File: src/button_autorepeat_accelerating_defines.svh
// ----------------------------------------------------------------------------
// button_autorepeat_accelerating_defines.svh
// Assertion macros used by the button auto-repeat RTL.
// ----------------------------------------------------------------------------
`ifndef BUTTON_AUTOREPEAT_ACCELERATING_DEFINES_SVH
`define BUTTON_AUTOREPEAT_ACCELERATING_DEFINES_SVH

// Condition must never hold outside reset.
`define BAP_ASSERT_NEVER(label, clk, rst_n, cond, msg) \
    label: assert property (@(posedge clk) disable iff (!rst_n) !(cond)) else $error(msg);

// Consequent must hold in the same cycle as the antecedent.
`define BAP_ASSERT_IMPL(label, clk, rst_n, ante, cons, msg) \
    label: assert property (@(posedge clk) disable iff (!rst_n) (ante) |-> (cons)) \
        else $error(msg);

// Consequent must hold in the cycle after the antecedent.
`define BAP_ASSERT_NEXT(label, clk, rst_n, ante, cons, msg) \
    label: assert property (@(posedge clk) disable iff (!rst_n) (ante) |=> (cons)) \
        else $error(msg);

`endif

File: src/bap_pkg.sv
// ----------------------------------------------------------------------------
// bap_pkg
// Types and constants for the accelerating button auto-repeat block.
// ----------------------------------------------------------------------------
`timescale 1ns / 1ps
`default_nettype none

package bap_pkg;

    // Item kinds
    localparam logic KIND_PIN  = 1'b0;
    localparam logic KIND_TICK = 1'b1;

    // Pin bit positions (active low)
    localparam int PIN_UP   = 0;
    localparam int PIN_DOWN = 1;
    localparam int PIN_SEEK = 2;

    localparam int PIN_W  = 3;
    localparam int CFG_W  = 8;
    localparam int CIDX_W = 2;

    localparam logic [PIN_W-1:0] PINS_RELEASED = 3'b111;

    // Register reset values
    localparam logic [CFG_W-1:0] INITIAL_DELAY_RST = 8'd20;
    localparam logic [CFG_W-1:0] SLOW_PERIOD_RST   = 8'd6;
    localparam logic [CFG_W-1:0] SLOW_REPEATS_RST  = 8'd6;
    localparam logic [CFG_W-1:0] FAST_PERIOD_RST   = 8'd2;

    // Register indexes
    typedef enum logic [CIDX_W-1:0] {
        REG_INITIAL_DELAY = 2'd0,
        REG_SLOW_PERIOD   = 2'd1,
        REG_SLOW_REPEATS  = 2'd2,
        REG_FAST_PERIOD   = 2'd3
    } reg_idx_t;

    // Hold stage codes
    typedef enum logic [1:0] {
        STAGE_INIT = 2'd0,
        STAGE_SLOW = 2'd1,
        STAGE_FAST = 2'd2
    } stage_t;

    // One result item
    typedef struct packed {
        logic       repeat_fire;
        logic       repeat_down;
        logic [1:0] hold_stage;
        logic       seek_pulse;
        logic       led;
    } result_t;

endpackage

`default_nettype wire

File: src/bap_ifs.sv
// ----------------------------------------------------------------------------
// bap_ifs
// Valid/ready channels for button items and result items.
// ----------------------------------------------------------------------------
`timescale 1ns / 1ps
`default_nettype none

interface bap_in_if;
    logic                     valid;
    logic                     ready;
    logic                     kind;
    logic [bap_pkg::PIN_W-1:0] pins;

    modport source (output valid, output kind, output pins, input ready);
    modport sink   (input valid, input kind, input pins, output ready);
endinterface

interface bap_out_if;
    logic       valid;
    logic       ready;
    logic       repeat_fire;
    logic       repeat_down;
    logic [1:0] hold_stage;
    logic       seek_pulse;
    logic       led;

    modport source (output valid, output repeat_fire, output repeat_down,
                    output hold_stage, output seek_pulse, output led, input ready);
    modport sink   (input valid, input repeat_fire, input repeat_down,
                    input hold_stage, input seek_pulse, input led, output ready);
endinterface

`default_nettype wire

File: src/button_autorepeat_accelerating.sv
// ----------------------------------------------------------------------------
// button_autorepeat_accelerating
// Edge detection, up/down lockout and three-stage accelerating auto-repeat.
// ----------------------------------------------------------------------------
// Usage:
//   in_ch carries pin samples (kind 0, active-low pins: up, down, seek) and
//   timer ticks (kind 1). Each accepted item yields exactly one result on
//   out_ch: repeat fire, held direction, hold stage, seek pulse, LED level.
//   Configuration (initial delay, slow period, slow repeat count, fast
//   period) is written through cfg_we/cfg_index/cfg_data while idle.
//   An accepted item waits in the input register; its result is registered
//   when the item moves on, and out_ch.valid rises once it is registered.
//   Throughput: one item per cycle while out_ch takes results; an input
//   register and a result register form a two-entry pipeline, and the state
//   update is one short pass of compare/increment logic between them.
//   When out_ch stalls, the input register still takes one more item; after
//   that in_ch.ready drops until the result is taken.
//   Reset: all buttons released, nothing held, stage initial, counters and
//   LED zero, registers at their default values, both stages empty.
// ----------------------------------------------------------------------------
`timescale 1ns / 1ps
`default_nettype none
`include "button_autorepeat_accelerating_defines.svh"

module button_autorepeat_accelerating (
    input  wire logic                        clk,
    input  wire logic                        rst_n,
    input  wire logic                        cfg_we,
    input  wire logic [bap_pkg::CIDX_W-1:0]  cfg_index,
    input  wire logic [bap_pkg::CFG_W-1:0]   cfg_data,
    bap_in_if.sink                           in_ch,
    bap_out_if.source                        out_ch
);

    // Configuration registers
    logic [bap_pkg::CFG_W-1:0] initial_delay_reg;
    logic [bap_pkg::CFG_W-1:0] slow_period_reg;
    logic [bap_pkg::CFG_W-1:0] slow_repeats_reg;
    logic [bap_pkg::CFG_W-1:0] fast_period_reg;

    // Input stage
    logic                      s1_valid_reg;
    logic                      s1_kind_reg;
    logic [bap_pkg::PIN_W-1:0] s1_pins_reg;
    logic                      s1_move;

    // Block state
    logic [bap_pkg::PIN_W-1:0] last_pins_reg, last_pins_next;
    logic                      up_held_reg, up_held_next;
    logic                      down_held_reg, down_held_next;
    bap_pkg::stage_t           stage_reg, stage_next;
    logic [7:0]                tick_count_reg, tick_count_next;
    logic [7:0]                repeat_count_reg, repeat_count_next;
    logic                      led_reg, led_next;

    // Result stage
    logic                      out_valid_reg;
    bap_pkg::result_t          res_reg, res_next;

    // Configuration writes
    always_ff @(posedge clk or negedge rst_n)
    begin
        if (!rst_n)
        begin
            initial_delay_reg <= bap_pkg::INITIAL_DELAY_RST;
            slow_period_reg   <= bap_pkg::SLOW_PERIOD_RST;
            slow_repeats_reg  <= bap_pkg::SLOW_REPEATS_RST;
            fast_period_reg   <= bap_pkg::FAST_PERIOD_RST;
        end
        else if (cfg_we)
        begin
            case (bap_pkg::reg_idx_t'(cfg_index))
                bap_pkg::REG_INITIAL_DELAY: initial_delay_reg <= cfg_data;
                bap_pkg::REG_SLOW_PERIOD:   slow_period_reg   <= cfg_data;
                bap_pkg::REG_SLOW_REPEATS:  slow_repeats_reg  <= cfg_data;
                bap_pkg::REG_FAST_PERIOD:   fast_period_reg   <= cfg_data;
                default:                    ;
            endcase
        end
    end

    // Handshake: input stage drains whenever the result register frees
    assign s1_move      = s1_valid_reg && (!out_valid_reg || out_ch.ready);
    assign in_ch.ready  = !s1_valid_reg || s1_move;

    always_ff @(posedge clk or negedge rst_n)
    begin
        if (!rst_n)
        begin
            s1_valid_reg <= 1'b0;
        end
        else if (in_ch.ready)
        begin
            s1_valid_reg <= in_ch.valid;
        end
    end

    always_ff @(posedge clk)
    begin
        if (in_ch.valid && in_ch.ready)
        begin
            s1_kind_reg <= in_ch.kind;
            s1_pins_reg <= in_ch.pins;
        end
    end

    // Next state and result for the item in the input stage
    always_comb
    begin
        logic [bap_pkg::PIN_W-1:0] fell;
        logic [bap_pkg::PIN_W-1:0] rose;
        logic [7:0]                limit;
        logic                      bad_stage;
        logic                      fire;
        logic                      seek;

        fell              = last_pins_reg & ~s1_pins_reg;
        rose              = ~last_pins_reg & s1_pins_reg;
        limit             = initial_delay_reg;
        bad_stage         = 1'b0;
        fire              = 1'b0;
        seek              = 1'b0;
        last_pins_next    = last_pins_reg;
        up_held_next      = up_held_reg;
        down_held_next    = down_held_reg;
        stage_next        = stage_reg;
        tick_count_next   = tick_count_reg;
        repeat_count_next = repeat_count_reg;
        led_next          = led_reg;

        if (s1_kind_reg == bap_pkg::KIND_PIN)
        begin
            // Up: toggle LED on press, hold unless down is held
            if (fell[bap_pkg::PIN_UP])
            begin
                led_next = ~led_next;
                if (!down_held_next)
                begin
                    up_held_next = 1'b1;
                end
            end
            if (rose[bap_pkg::PIN_UP])
            begin
                up_held_next      = 1'b0;
                stage_next        = bap_pkg::STAGE_INIT;
                tick_count_next   = '0;
                repeat_count_next = '0;
            end
            // Down: set LED on press, hold unless up is held
            if (fell[bap_pkg::PIN_DOWN])
            begin
                led_next = 1'b1;
                if (!up_held_next)
                begin
                    down_held_next = 1'b1;
                end
            end
            if (rose[bap_pkg::PIN_DOWN])
            begin
                down_held_next    = 1'b0;
                stage_next        = bap_pkg::STAGE_INIT;
                tick_count_next   = '0;
                repeat_count_next = '0;
            end
            // Seek: clear LED and pulse
            if (fell[bap_pkg::PIN_SEEK])
            begin
                led_next = 1'b0;
                seek     = 1'b1;
            end
            last_pins_next = s1_pins_reg;
        end
        else if (up_held_reg || down_held_reg)
        begin
            // Stage threshold select
            case (stage_reg)
                bap_pkg::STAGE_INIT: limit = initial_delay_reg;
                bap_pkg::STAGE_SLOW: limit = slow_period_reg;
                bap_pkg::STAGE_FAST: limit = fast_period_reg;
                default:             bad_stage = 1'b1;
            endcase

            if (bad_stage)
            begin
                stage_next        = bap_pkg::STAGE_INIT;
                tick_count_next   = '0;
                repeat_count_next = '0;
            end
            else if (tick_count_reg > limit)
            begin
                fire            = 1'b1;
                tick_count_next = '0;
                led_next        = ~led_reg;
                if (stage_reg == bap_pkg::STAGE_INIT)
                begin
                    stage_next = bap_pkg::STAGE_SLOW;
                end
                else if (stage_reg == bap_pkg::STAGE_SLOW)
                begin
                    if (repeat_count_reg > slow_repeats_reg)
                    begin
                        stage_next        = bap_pkg::STAGE_FAST;
                        repeat_count_next = '0;
                    end
                    else
                    begin
                        repeat_count_next = repeat_count_reg + 8'd1;
                    end
                end
            end
            else
            begin
                tick_count_next = tick_count_reg + 8'd1;
            end
        end

        res_next.repeat_fire = fire;
        res_next.repeat_down = down_held_next;
        res_next.hold_stage  = stage_next;
        res_next.seek_pulse  = seek;
        res_next.led         = led_next;
    end

    // State commits when the item moves to the result register
    always_ff @(posedge clk or negedge rst_n)
    begin
        if (!rst_n)
        begin
            last_pins_reg    <= bap_pkg::PINS_RELEASED;
            up_held_reg      <= 1'b0;
            down_held_reg    <= 1'b0;
            stage_reg        <= bap_pkg::STAGE_INIT;
            tick_count_reg   <= '0;
            repeat_count_reg <= '0;
            led_reg          <= 1'b0;
        end
        else if (s1_move)
        begin
            last_pins_reg    <= last_pins_next;
            up_held_reg      <= up_held_next;
            down_held_reg    <= down_held_next;
            stage_reg        <= stage_next;
            tick_count_reg   <= tick_count_next;
            repeat_count_reg <= repeat_count_next;
            led_reg          <= led_next;
        end
    end

    // Result register
    always_ff @(posedge clk or negedge rst_n)
    begin
        if (!rst_n)
        begin
            out_valid_reg <= 1'b0;
        end
        else if (s1_move)
        begin
            out_valid_reg <= 1'b1;
        end
        else if (out_ch.ready)
        begin
            out_valid_reg <= 1'b0;
        end
    end

    always_ff @(posedge clk)
    begin
        if (s1_move)
        begin
            res_reg <= res_next;
        end
    end

    assign out_ch.valid       = out_valid_reg;
    assign out_ch.repeat_fire = res_reg.repeat_fire;
    assign out_ch.repeat_down = res_reg.repeat_down;
    assign out_ch.hold_stage  = res_reg.hold_stage;
    assign out_ch.seek_pulse  = res_reg.seek_pulse;
    assign out_ch.led         = res_reg.led;

    // Checks
    `BAP_ASSERT_NEVER(a_lockout, clk, rst_n, up_held_reg && down_held_reg, "up and down both held")
    `BAP_ASSERT_NEVER(a_stage_code, clk, rst_n, stage_reg == 2'd3, "hold stage code three")
    `BAP_ASSERT_NEXT(a_pin_no_fire, clk, rst_n, s1_move && (s1_kind_reg == bap_pkg::KIND_PIN), !res_reg.repeat_fire, "repeat fired on a pin sample")
    `BAP_ASSERT_IMPL(a_seek_led, clk, rst_n, out_valid_reg && res_reg.seek_pulse, !res_reg.led, "LED lit on seek press")

endmodule

`default_nettype wire

File: src/flat_wrapper.sv
// flat-port wrapper written by rule: the top's interface ports become plain ports
module button_autorepeat_accelerating_flat 
  (clk, rst_n, cfg_we, cfg_index, cfg_data, in_ch_valid, in_ch_kind, in_ch_pins, in_ch_ready, out_ch_valid, out_ch_repeat_fire, out_ch_repeat_down, out_ch_hold_stage, out_ch_seek_pulse, out_ch_led, out_ch_ready);
  bap_in_if in_ch_i ();
  bap_out_if out_ch_i ();
  input  wire logic clk;
  input  wire logic rst_n;
  input  wire logic cfg_we;
  input  wire logic [bap_pkg::CIDX_W-1:0] cfg_index;
  input  wire logic [bap_pkg::CFG_W-1:0] cfg_data;
  input wire logic [$bits(in_ch_i.valid)-1:0] in_ch_valid;
  input wire logic [$bits(in_ch_i.kind)-1:0] in_ch_kind;
  input wire logic [$bits(in_ch_i.pins)-1:0] in_ch_pins;
  output wire logic [$bits(in_ch_i.ready)-1:0] in_ch_ready;
  output wire logic [$bits(out_ch_i.valid)-1:0] out_ch_valid;
  output wire logic [$bits(out_ch_i.repeat_fire)-1:0] out_ch_repeat_fire;
  output wire logic [$bits(out_ch_i.repeat_down)-1:0] out_ch_repeat_down;
  output wire logic [$bits(out_ch_i.hold_stage)-1:0] out_ch_hold_stage;
  output wire logic [$bits(out_ch_i.seek_pulse)-1:0] out_ch_seek_pulse;
  output wire logic [$bits(out_ch_i.led)-1:0] out_ch_led;
  input wire logic [$bits(out_ch_i.ready)-1:0] out_ch_ready;
  assign in_ch_i.valid = in_ch_valid;
  assign in_ch_i.kind = in_ch_kind;
  assign in_ch_i.pins = in_ch_pins;
  assign in_ch_ready = in_ch_i.ready;
  assign out_ch_valid = out_ch_i.valid;
  assign out_ch_repeat_fire = out_ch_i.repeat_fire;
  assign out_ch_repeat_down = out_ch_i.repeat_down;
  assign out_ch_hold_stage = out_ch_i.hold_stage;
  assign out_ch_seek_pulse = out_ch_i.seek_pulse;
  assign out_ch_led = out_ch_i.led;
  assign out_ch_i.ready = out_ch_ready;
  button_autorepeat_accelerating u_core (.clk(clk), .rst_n(rst_n), .cfg_we(cfg_we), .cfg_index(cfg_index), .cfg_data(cfg_data), .in_ch(in_ch_i), .out_ch(out_ch_i));
endmodule
File: config.mk
export PLATFORM = sky130hd
export DESIGN_NAME = button_autorepeat_accelerating_flat
export DESIGN_NICKNAME = d
export VERILOG_FILES = /design/src/bap_pkg.sv /design/src/bap_ifs.sv /design/src/button_autorepeat_accelerating.sv /design/src/flat_wrapper.sv
export VERILOG_INCLUDE_DIRS = /design/src /design/src/src
export SDC_FILE = /design/constraint.sdc
export NUM_CORES = 1
export LEC_CHECK = 0
export BUFFER_PORTS_ARGS = -buffer_cell sky130_fd_sc_hd__clkbuf_2
export CAP_MARGIN = 30
export CORE_MARGIN = 2
export CORE_UTILIZATION = 40
export DETAILED_ROUTE_END_ITERATION = 10
export HOLD_SLACK_MARGIN = 0.06
export PLACE_DENSITY = 0.62
export SYNTH_ARGS = -nofsm -noshare
export SYNTH_HDL_FRONTEND = slang
export SYNTH_SLANG_ARGS = --single-unit
File: constraint.sdc
create_clock -name clk -period 3.9 [get_ports clk]
set_clock_uncertainty 0.2 [all_clocks]
set_input_delay 0.78 -clock clk [delete_from_list [all_inputs] [get_ports clk]]
set_output_delay 0.78 -clock clk [all_outputs]
set_load 0.02 [all_outputs]
==> summary.md, run 1 <==
| Metric | Value |
|---|---|
| Run status | finished, final reports clean |
| Final WL | 7500 um |
| Post-CTS setup buffer count | 0 |
| Global-route wire length before repair | 13000 um |
| Initial core utilization | 41.8% |
| CTS tree | done |
| N_diodes | 0 |
| Clock root cell | clkbuf_8 |
| Max-cap violations | 0 |
| Initial antenna violation count | 0 |
| Post-route DRC | 0 |
| CTS Sinks | 68 |
| Synth Net Count | 376 |
| Core Util, Final | 47.4% |
| # setup viols final | 0 |
| Yosys top cell area share | 32.7% |
| Vias per cell | 5.51 |
| Critical-path maximum fanout | 10 |
| Nets | 410 |
| Tcrit/Tclk final | 89.9% |
| Worst Path Required | 3.79 ns |
| # rows | 34 |
| Switching Share | 37.0% |
| CTS Hold Bufs | 0 |
| Warnings, synthesis | 0 |
| Combinational power share | 35.4% |
| Clock Tree Buf Depth | 2 |
| Gp weighted congestion | 0.811 |
| Gr ovfl total | 0 |
| Die height | 99.9 um |
| Synth Register Bits | 68 |
| Setup TNS Final | 0 ns |
| Post-route cell area | 4170 sq um |
| Synth cell count leaders | 48 x dfrtp_1, 36 x mux2_2, 25 x nand2_1 |
| Clock-pin slew of the registers on the worst-case setup and hold paths | 0.08 ns |
| Pwr dens | 628 nW/um^2 |
| Arrival time worst endpoint | 3.40 ns |
| Synth top area cells | dfrtp_1 33%, mux2_2 11%, edfxtp_1 8.2%, ha_1 7.8%, dfstp_2 7.1% |
| R2R depth | 12 |
| Synth Area per Inst | 11.0 sq um |
| IO Pins | 27 |
| Layout Area Growth over Synthesis | 13.4% |
| EDFF count, synth | 10 |
| Type of origin of the critical path | register |
| Vias in the first global route | 2615 |
| Insertion delay to the later sink of the worst-skew pair | 0.34 ns |
| Die area | 9980 sq um |
| Drt wl/cell | 15.6 um |
| Final Max Tran Viols | 0 |
| Iteration-0 DRC Markers | 124 |
| Critical path type | register to register |
| Sequential fraction of the synthesis area | 48.0% |
| GRT Total Usage | 16.5% |
| Dpl hpwl | 5670 um |
| FF-to-FF Start | u_core.stage_reg[1] |
| Synth async-reset ratio | 85.3% |
| Area leader, netlist | dfrtp_1 |
| Core region area | 8810 sq um |
| Design Power | 2.62 mW |
| H-tree levels | 3 |
| Critical Path Sink Type | register |
| Share of power burned in registers | 40.8% |
| Cell Area, Synth | 3680 sq um |
| Top_reg_cell synth | dfrtp_1 |
| RSZ-0062 raised after global routing | false |
| FF-to-FF End | u_core.out_ch.hold_stage[1] |
| Flop2flop setup slack | 0.39 ns |
| Static leakage | 1.82 nW |
| Max-slew headroom | 54.3% |
| Total vias in the final route | 2648 |
| Fin. Hold Viols | 0 |
| Die Wd | 99.9 um |
| Top-count cell post-synth | dfrtp_1 |
| Internal Power | 1.65 mW |
| Post-DP Area | 3950 sq um |
| Worst-Margin Slew | 0.686 ns |
| IO Port Bufs | 26 |
| Power share of the clock group | 23.7% |
| Post-layout min period | 3.51 ns |
| Syn Inst Count | 334 |
| Yosys cell types | 49 |
| Drt pass-1 iters | 4 |
| Largest net degree at the start of global routing | 34 |
| Min-Delay Path Class | primary input to async pin |
| Number of buffers created by CTS | 9 |
| Max Freq | 285 MHz |
| Peak VDD IR | 0.233 mV |
| Layout cells sized above 1 | 27.9% |
| Psw | 0.969 mW |
| Routed Antenna Nets | 0 |
==> final cells by class <==
| class | count | area [sq um] |
|---|---|---|
| sequential | 68 | 1760 |
| inverter | 21 | 78.8 |
| clock buffer | 12 | 188 |
| tap | 108 | 135 |
| multi-input combinational | 237 | 1800 |
| timing repair buffer | 31 | 168 |
| fill | 807 | 4630 |
| clock inverter | 4 | 35.0 |
==> logic make-up after synthesis <==
logic type	synth area share (%)
compound gates	14.9
flops	48.0
xor+xnor	0.476
buf+inv	3.06
mux	12.1
simple gates	13.7
fa+ha+maj	7.82
==> worst max-delay path by stage <==
stage	startpoint	end	slack, ns	cells past startpoint
final	u_core.stage_reg[1]	u_core.out_ch.hold_stage[1]	0.39	12
after floorplan	u_core.stage_reg[0]	u_core.repeat_count_reg[0]	0.42	12
after CTS	u_core.stage_reg[0]	u_core.repeat_count_reg[4]	0.30	10
after global routing	u_core.stage_reg[1]	u_core.tick_count_reg[5]	0.01	12
after detailed placement	u_core.stage_reg[0]	u_core.repeat_count_reg[4]	0.31	10
after global placement	u_core.stage_reg[0]	u_core.repeat_count_reg[5]	0.41	10
==> stage by stage <==
| stage | setup slack [ns] | hold WS [ns] | cells |
|---|---|---|---|
| 2_1_floorplan | 0.421 | 0.275 | 334 |
| 3_3_place_gp | 0.413 | 0.289 | 465 |
| 3_5_place_dp | 0.311 | 0.295 | 465 |
| 4_1_cts | 0.296 | 0.302 | 481 |
| 5_1_grt | 0.0103 | 0.318 | 481 |
| 6_report | 0.393 | 0.267 | 481 |
==> power by group through the flow <==
| stage | combinational, mW | clock [mW] | sequential [mW] |
|---|---|---|---|
| 2_1_floorplan | 0.705 | 0 | 1.05 |
| 3_3_place_gp | 0.889 | 0 | 1.08 |
| 3_5_place_dp | 0.927 | 0 | 1.08 |
| 4_1_cts | 0.927 | 0.638 | 1.07 |
| 5_1_grt | 1.07 | 0.663 | 1.10 |
| 6_report | 0.928 | 0.621 | 1.07 |
==> critical path: stages, from the launching register on <==
cell,delay [ns]
dfrtp_1,0.43
inv_1,0.12
ha_1,0.37
a22oi_1,0.13
nand2_1,0.08
o21ai_0,0.08
ha_1,0.33
nand4_1,0.15
or2_0,0.36
and3_4,0.23
a21oi_1,0.43
nor3_1,0.15
a21o_1,0.20
==> cells in the final DEF, fill, tap and decap left out, types with 12 or more instances in the layout <==
master | netlist | routed
ha_1 | 23 | 22
mux2_2 | 36 | 36
inv_1 | 21 | 21
o21ai_0 | 18 | 16
a21oi_1 | 16 | 16
nor2_1 | 12 | 12
nand3_1 | 12 | 12
nand2_1 | 25 | 25
clkbuf_2 | 0 | 26
dfrtp_1 | 48 | 48
==> layer usage <==
layer	global-route usage [%]	share of wire (%)	vias up
met1	22.9	49	1292
met4	5.69	1.4	0
met3	3.13	3.0	8
met5	0	0	-
met2	25.9	47	40
li1	-	-	1308
==> repair_timing <==
item,4_1_cts,5_1_grt
gates resized for setup,0,3
setup endpoints to repair,0,6
hold endpoints to repair,0,0
(Power assumes the default switching activity.)
==> run 2, diff against run 1 <==
--- a/config.mk
+++ b/config.mk
@@ -16,3 +16,4 @@
 export SYNTH_ARGS = -nofsm -noshare
 export SYNTH_HDL_FRONTEND = slang
 export SYNTH_SLANG_ARGS = --single-unit
+export TNS_END_PERCENT = 20
==> constraint.sdc (replaced) <==
create_clock -name clk -period 3.8 [get_ports clk]
set_clock_uncertainty 0.2 [all_clocks]
set_input_delay 0.76 -clock clk [delete_from_list [all_inputs] [get_ports clk]]
set_output_delay 0.76 -clock clk [all_outputs]
set_load 0.02 [all_outputs]
==> run 2 against run 1 <==
Global-route usage decreased by 0.31 points. Critical path depth unchanged. Cell count unchanged. Register-to-register slack got worse by 0.06 ns. Sequential share of layout area decreased by 0.25 points. First-iteration DRC count increased by 27%. Clock-buffer cell count decreased by 2. Worst setup slack got worse by 0.057 ns. Design area increased by 0.60%. Routed wire length decreased by 1.7%. Critical path type unchanged. Critical endpoint is now u_core.repeat_count_reg[1].
==> summary.md, run 2 (synthesis gave the netlist of run 1 again) <==
| Metric | Value |
|---|---|
| Critical-path maximum fanout | 10 |
| Layout Area Growth over Synthesis | 14.1% |
| Tcrit/Tclk final | 91.1% |
| Core region area | 8810 sq um |
| GRT Total Usage | 16.2% |
| IO Pins | 27 |
| Vias in the first global route | 2615 |
| Drt wl/cell | 15.3 um |
| Pwr dens | 654 nW/um^2 |
| Most common cell after layout, fill and taps aside | dfrtp_1 |
| Arrival time worst endpoint | 3.49 ns |
| Run status | finished, final reports clean |
| Largest net degree at the start of global routing | 59 |
| Post-route DRC | 0 |
| Total vias in the final route | 2641 |
| Fin. Hold Viols | 0 |
| Met2 Track Usage GR | 26.2% |
| Number of buffers created by CTS | 9 |
| CTS Hold Bufs | 0 |
| Dpl hpwl | 5520 um |
| Setup ws final | 0.337 ns |
| Met1 Use GR | 21.4% |
| Clock root cell | clkbuf_8 |
| Nets | 410 |
| Static leakage | 1.83 nW |
| Peak VDD IR | 0.318 mV |
| Layout cells sized above 1 | 28.2% |
| Gr busiest metal | met2 |
| RSZ-0062 raised after global routing | false |
| Max Freq | 289 MHz |
| Iteration-0 DRC Markers | 158 |
| Drt pass-1 iters | 4 |
| Vias per cell | 5.49 |
| Insertion delay to the later sink of the worst-skew pair | 0.34 ns |
| Post-DP Area | 3950 sq um |
| Pre-CTS WS | 0.275 ns |
| Clock Tree Buf Depth | 2 |
| # setup viols final | 0 |
| CTS Sinks | 68 |
| Type of origin of the critical path | register |
| Routed Antenna Nets | 0 |
| Critical path type | register to register |
| Post-layout min period | 3.46 ns |
| Critical Path Sink Type | register |
| Setup TNS Final | 0 ns |
| Global-route wire length before repair | 12600 um |
| N_diodes | 0 |
| Max-cap violations | 0 |
| Die height | 99.9 um |
| Grt met3 use | 4.32% |
| Gr ovfl total | 0 |
| Min-Delay Path Class | register to register |
| Die Wd | 99.9 um |
| Post-route cell area | 4200 sq um |
| IO Port Bufs | 26 |
| Initial core utilization | 41.8% |
| Final WL | 7370 um |
| Die area | 9980 sq um |
| CTS tree | done |
| Worst Path Required | 3.83 ns |
| Max-slew headroom | 50.6% |
| Initial antenna violation count | 0 |
| # rows | 34 |
| Clock-pin slew of the registers on the worst-case setup and hold paths | 0.08 ns |
| Final Max Tran Viols | 0 |
| H-tree levels | 3 |
| Gp weighted congestion | 0.793 |
| Most frequent cells in the layout | 48 x dfrtp_1, 36 x mux2_2, 26 x clkbuf_2, 25 x nand2_1, 22 x ha_1 |
| Worst-Margin Slew | 0.741 ns |
[run 2: worst paths after layout]
path                                          endpoint  depth (start not counted)  slack (ns)                        start
hold reg to reg            u_core.initial_delay_reg[3]                          1        0.31  u_core.initial_delay_reg[3]
setup / recovery            u_core.repeat_count_reg[1]                         12        0.34          u_core.stage_reg[1]
max in group asynchronous     u_core.tick_count_reg[3]                          2        2.54                        rst_n
hold / removal             u_core.initial_delay_reg[3]                          1        0.31  u_core.initial_delay_reg[3]
min in group asynchronous           u_core.up_held_reg                          2        0.36                        rst_n
setup reg to reg            u_core.repeat_count_reg[1]                         12        0.34          u_core.stage_reg[1]
[run 2: metal layers]
layer / vias up / wire, um
met5: - / 0
met4: 0 / 46
met3: 2 / 228
met2: 42 / 3570
met1: 1293 / 3530
li1: 1304 / -
[run 2: layout make-up]
cell class                 instances  area, sq um
fill                             785         4610
multi-input combinational        237         1810
sequential                        68         1760
timing repair buffer              31          168
clock buffer                      10          149
tap                              108          135
clock inverter                     6         95.1
inverter                          21         78.8
[run 2: repair_timing]
item                                   in CTS  in global routing
endpoints found under the hold margin       0                  0
setup endpoints to repair                   0                  4
buffers inserted                            0                  0
gates resized for setup                     0                  3
[run 2: stage by stage]
stage / instances / util, % / hold slack, ns / power (mW)
after floorplan: 334 / - / 0.264 / 1.80
after global placement: 465 / 44.8 / 0.290 / 2.01
after detailed placement: 465 / 44.8 / 0.296 / 2.05
after CTS: 481 / 47.6 / 0.313 / 2.76
after global routing: 481 / 47.7 / 0.331 / 2.96
final: 481 / 47.7 / 0.311 / 2.75
[run 2: worst max-delay path, stage by stage, from the launching register on]
cell	delay, ns
dfrtp_1	0.43
inv_1	0.12
ha_1	0.35
a22oi_1	0.12
nand2_1	0.10
o21ai_0	0.11
ha_1	0.32
nand4_1	0.13
or2_0	0.34
and3_4	0.23
a2111oi_4	0.37
nand2b_4	0.23
mux2_4	0.30
[run 2: where the power goes]
group | internal, mW | leakage, nW | switching (mW)
registers | 0.925 | 0.780 | 0.173
clock network | 0.414 | 0.122 | 0.289
logic | 0.427 | 0.931 | 0.518
total | 1.77 | 1.83 | 0.980
==> run 3, diff against run 2 <==
--- a/config.mk
+++ b/config.mk
@@ -8,6 +8,7 @@
 export LEC_CHECK = 0
 export BUFFER_PORTS_ARGS = -buffer_cell sky130_fd_sc_hd__clkbuf_2
 export CAP_MARGIN = 30
+export CORE_ASPECT_RATIO = 0.6
 export CORE_MARGIN = 2
 export CORE_UTILIZATION = 40
 export DETAILED_ROUTE_END_ITERATION = 10
==> run 3 against run 2 <==
First-iteration DRC count down 35%. Critical path depth did not move. Routed wire length is 7.2% higher. Sequential share of layout area down 1.2 points. Worst hold slack lost 0.0031 ns. Maximum frequency is 2.4% lower. Highest routed layer unchanged. Non-clock buffer count grew 1. Register-to-register slack worse by 0.09 ns. Global-route usage grew 1.1 points. Sequential power about the same.
==> summary.md, run 3 (synthesis gave the netlist of run 1 again) <==
| Metric | Value |
|---|---|
| Critical path's top delay family | simple AND/OR/NAND/NOR gates |
| Max incr delay on CP | 0.44 ns |
| Drt wl/cell | 16.1 um |
| # setup viols final | 0 |
| Layout Area Growth over Synthesis | 17.6% |
| Most frequent cells in the layout | 48 x dfrtp_1, 36 x mux2_2, 26 x clkbuf_2, 25 x nand2_1, 22 x ha_1 |
| Fin. Hold Viols | 0 |
| Initial core utilization | 40.6% |
| Internal Power | 2.03 mW |
| H-tree levels | 3 |
| # rows | 27 |
| GRT Total Usage | 17.2% |
| WHS Endpoint | u_core.initial_delay_reg[0] |
| Nets | 411 |
| FF-to-FF Start | u_core.stage_reg[0] |
| Total vias in the final route | 2658 |
| Hold path depth | 1 |
| CP dominant cell by count | ha_1 |
| Final Max Tran Viols | 0 |
| Post-layout min period | 3.55 ns |
| Min-Delay Path Class | register to register |
| Number of buffers created by CTS | 9 |
| Insertion delay to the later sink of the worst-skew pair | 0.33 ns |
| Max Freq | 282 MHz |
| Largest net degree at the start of global routing | 59 |
| Global-route wire length before repair | 13100 um |
| CTS Hold Bufs | 0 |
| Sequence of cells on the critical path | inv_1 > ha_1 > a22oi_1 > nand2_1 > o21ai_0 > ha_1 > nand4_1 > or2_0 > and3_4 > a2111oi_4 > nand2b_4 > mux2_4 |
| Max-slew headroom | 50.2% |
| CTS Sinks | 68 |
| Die height | 78.3 um |
| Routed Antenna Nets | 0 |
| Initial antenna violation count | 0 |
| Post-route cell area | 4320 sq um |
| Max-cap violations | 0 |
| Most common cell after layout, fill and taps aside | dfrtp_1 |
| FILL cells | 839 |
| Core region area | 9050 sq um |
| Core Util, Final | 47.8% |
| Peak VDD IR | 0.234 mV |
| Gp weighted congestion | 0.817 |
| RSZ-0062 raised after global routing | true |
| IO Port Bufs | 26 |
| N_diodes | 0 |
| IO Pins | 27 |
| Iteration-0 DRC Markers | 103 |
| Vias in the first global route | 2520 |
| Clock-pin slew of the registers on the worst-case setup and hold paths | 0.05 ns |
| Worst Path Required | 3.81 ns |
| Hold wc startpoint | u_core.initial_delay_reg[0] |
| Psw | 0.998 mW |
| Vias per cell | 5.42 |
| Post-DP Area | 3970 sq um |
| Critical-path maximum fanout | 8 |
| Run status | finished, final reports clean |
| Layout cells sized above 1 | 27.5% |
| Flop2flop setup slack | 0.25 ns |
| Type of origin of the critical path | register |
| Pwr dens | 700 nW/um^2 |
| Power share of the clock group | 32.2% |
| Gr ovfl total | 0 |
| CTS tree | done |
| Switching Share | 33.0% |
| Dpl hpwl | 5780 um |
| Combinational power share | 31.7% |
| Arrival time worst endpoint | 3.56 ns |
| Final WL | 7900 um |
| Critical path type | register to register |
| Instance count on the critical path | 12 |
| Design Power | 3.03 mW |
| Slowest-stage cell, CP | dfrtp_1 |
| Buffers and inverters on the worst path | 1 |
| Worst-Margin Slew | 0.747 ns |
| Critical Path Sink Type | register |
| Drt pass-1 iters | 4 |
| Post-route DRC | 0 |
| FF-to-FF End | u_core.repeat_count_reg[1] |
| Clock root cell | clkbuf_16 |
| Die Wd | 128 um |
| Static leakage | 1.89 nW |
| Die area | 10000 sq um |
| Clock Tree Buf Depth | 2 |
| Share of power burned in registers | 36.2% |
| Tcrit/Tclk final | 93.4% |
| R2R depth | 12 |
run 3: area by class of cell:
| cell class | instances | area, sq um | area share, % |
|---|---|---|---|
| flip-flops and latches | 68 | 1760 | 40.8 |
| multi-input cells | 237 | 1800 | 41.7 |
| repair buffers | 32 | 175 | 4.05 |
| clock buffers | 14 | 297 | 6.86 |
| clock inverters | 2 | 60.1 | 1.39 |
| inverters | 21 | 78.8 | 1.82 |
| well taps | 116 | 145 | 3.36 |
run 3: worst max-delay path by stage:
stage / startpoint / to
2_1_floorplan: u_core.stage_reg[0] / u_core.repeat_count_reg[0]
3_3_place_gp: u_core.stage_reg[0] / u_core.tick_count_reg[5]
3_5_place_dp: u_core.stage_reg[1] / u_core.repeat_count_reg[0]
4_1_cts: u_core.stage_reg[0] / u_core.repeat_count_reg[1]
5_1_grt: u_core.stage_reg[0] / u_core.tick_count_reg[5]
6_report: u_core.stage_reg[0] / u_core.repeat_count_reg[1]
run 3: layer usage:
| metal | vias to the layer above | track usage, % | wire length (um) |
|---|---|---|---|
| met4 | 0 | 5.27 | 92 |
| met3 | 7 | 5.39 | 285 |
| met5 | - | 0 | 0 |
| met1 | 1306 | 25.7 | 4160 |
| li1 | 1312 | - | - |
| met2 | 33 | 23.6 | 3370 |
run 3: power by group through the flow:
stage               Sequential [mW]  Clock [mW]  Combinational (mW)
floorplan                      1.07           0               0.724
global placement               1.10           0               0.922
detailed placement             1.11           0               0.949
CTS                            1.09       0.997               0.959
global route                   1.12        1.03                1.09
finish                         1.09       0.974               0.958
run 3: what timing repair did:
item,CTS,global route
buffers inserted,0,0
resized for setup,0,2
endpoints found under the setup margin,0,8
run 3: stage by stage:
step / worst slack (ns) / cells / TNS [ns] / hold WS (ns)
after floorplan: 0.321 / 334 / 0 / 0.264
after global placement: 0.377 / 474 / 0 / 0.291
after detailed placement: 0.255 / 474 / 0 / 0.298
after CTS: 0.204 / 490 / 0 / 0.311
after global routing: -0.0158 / 490 / -0.0257 / 0.333
final: 0.251 / 490 / 0 / 0.308
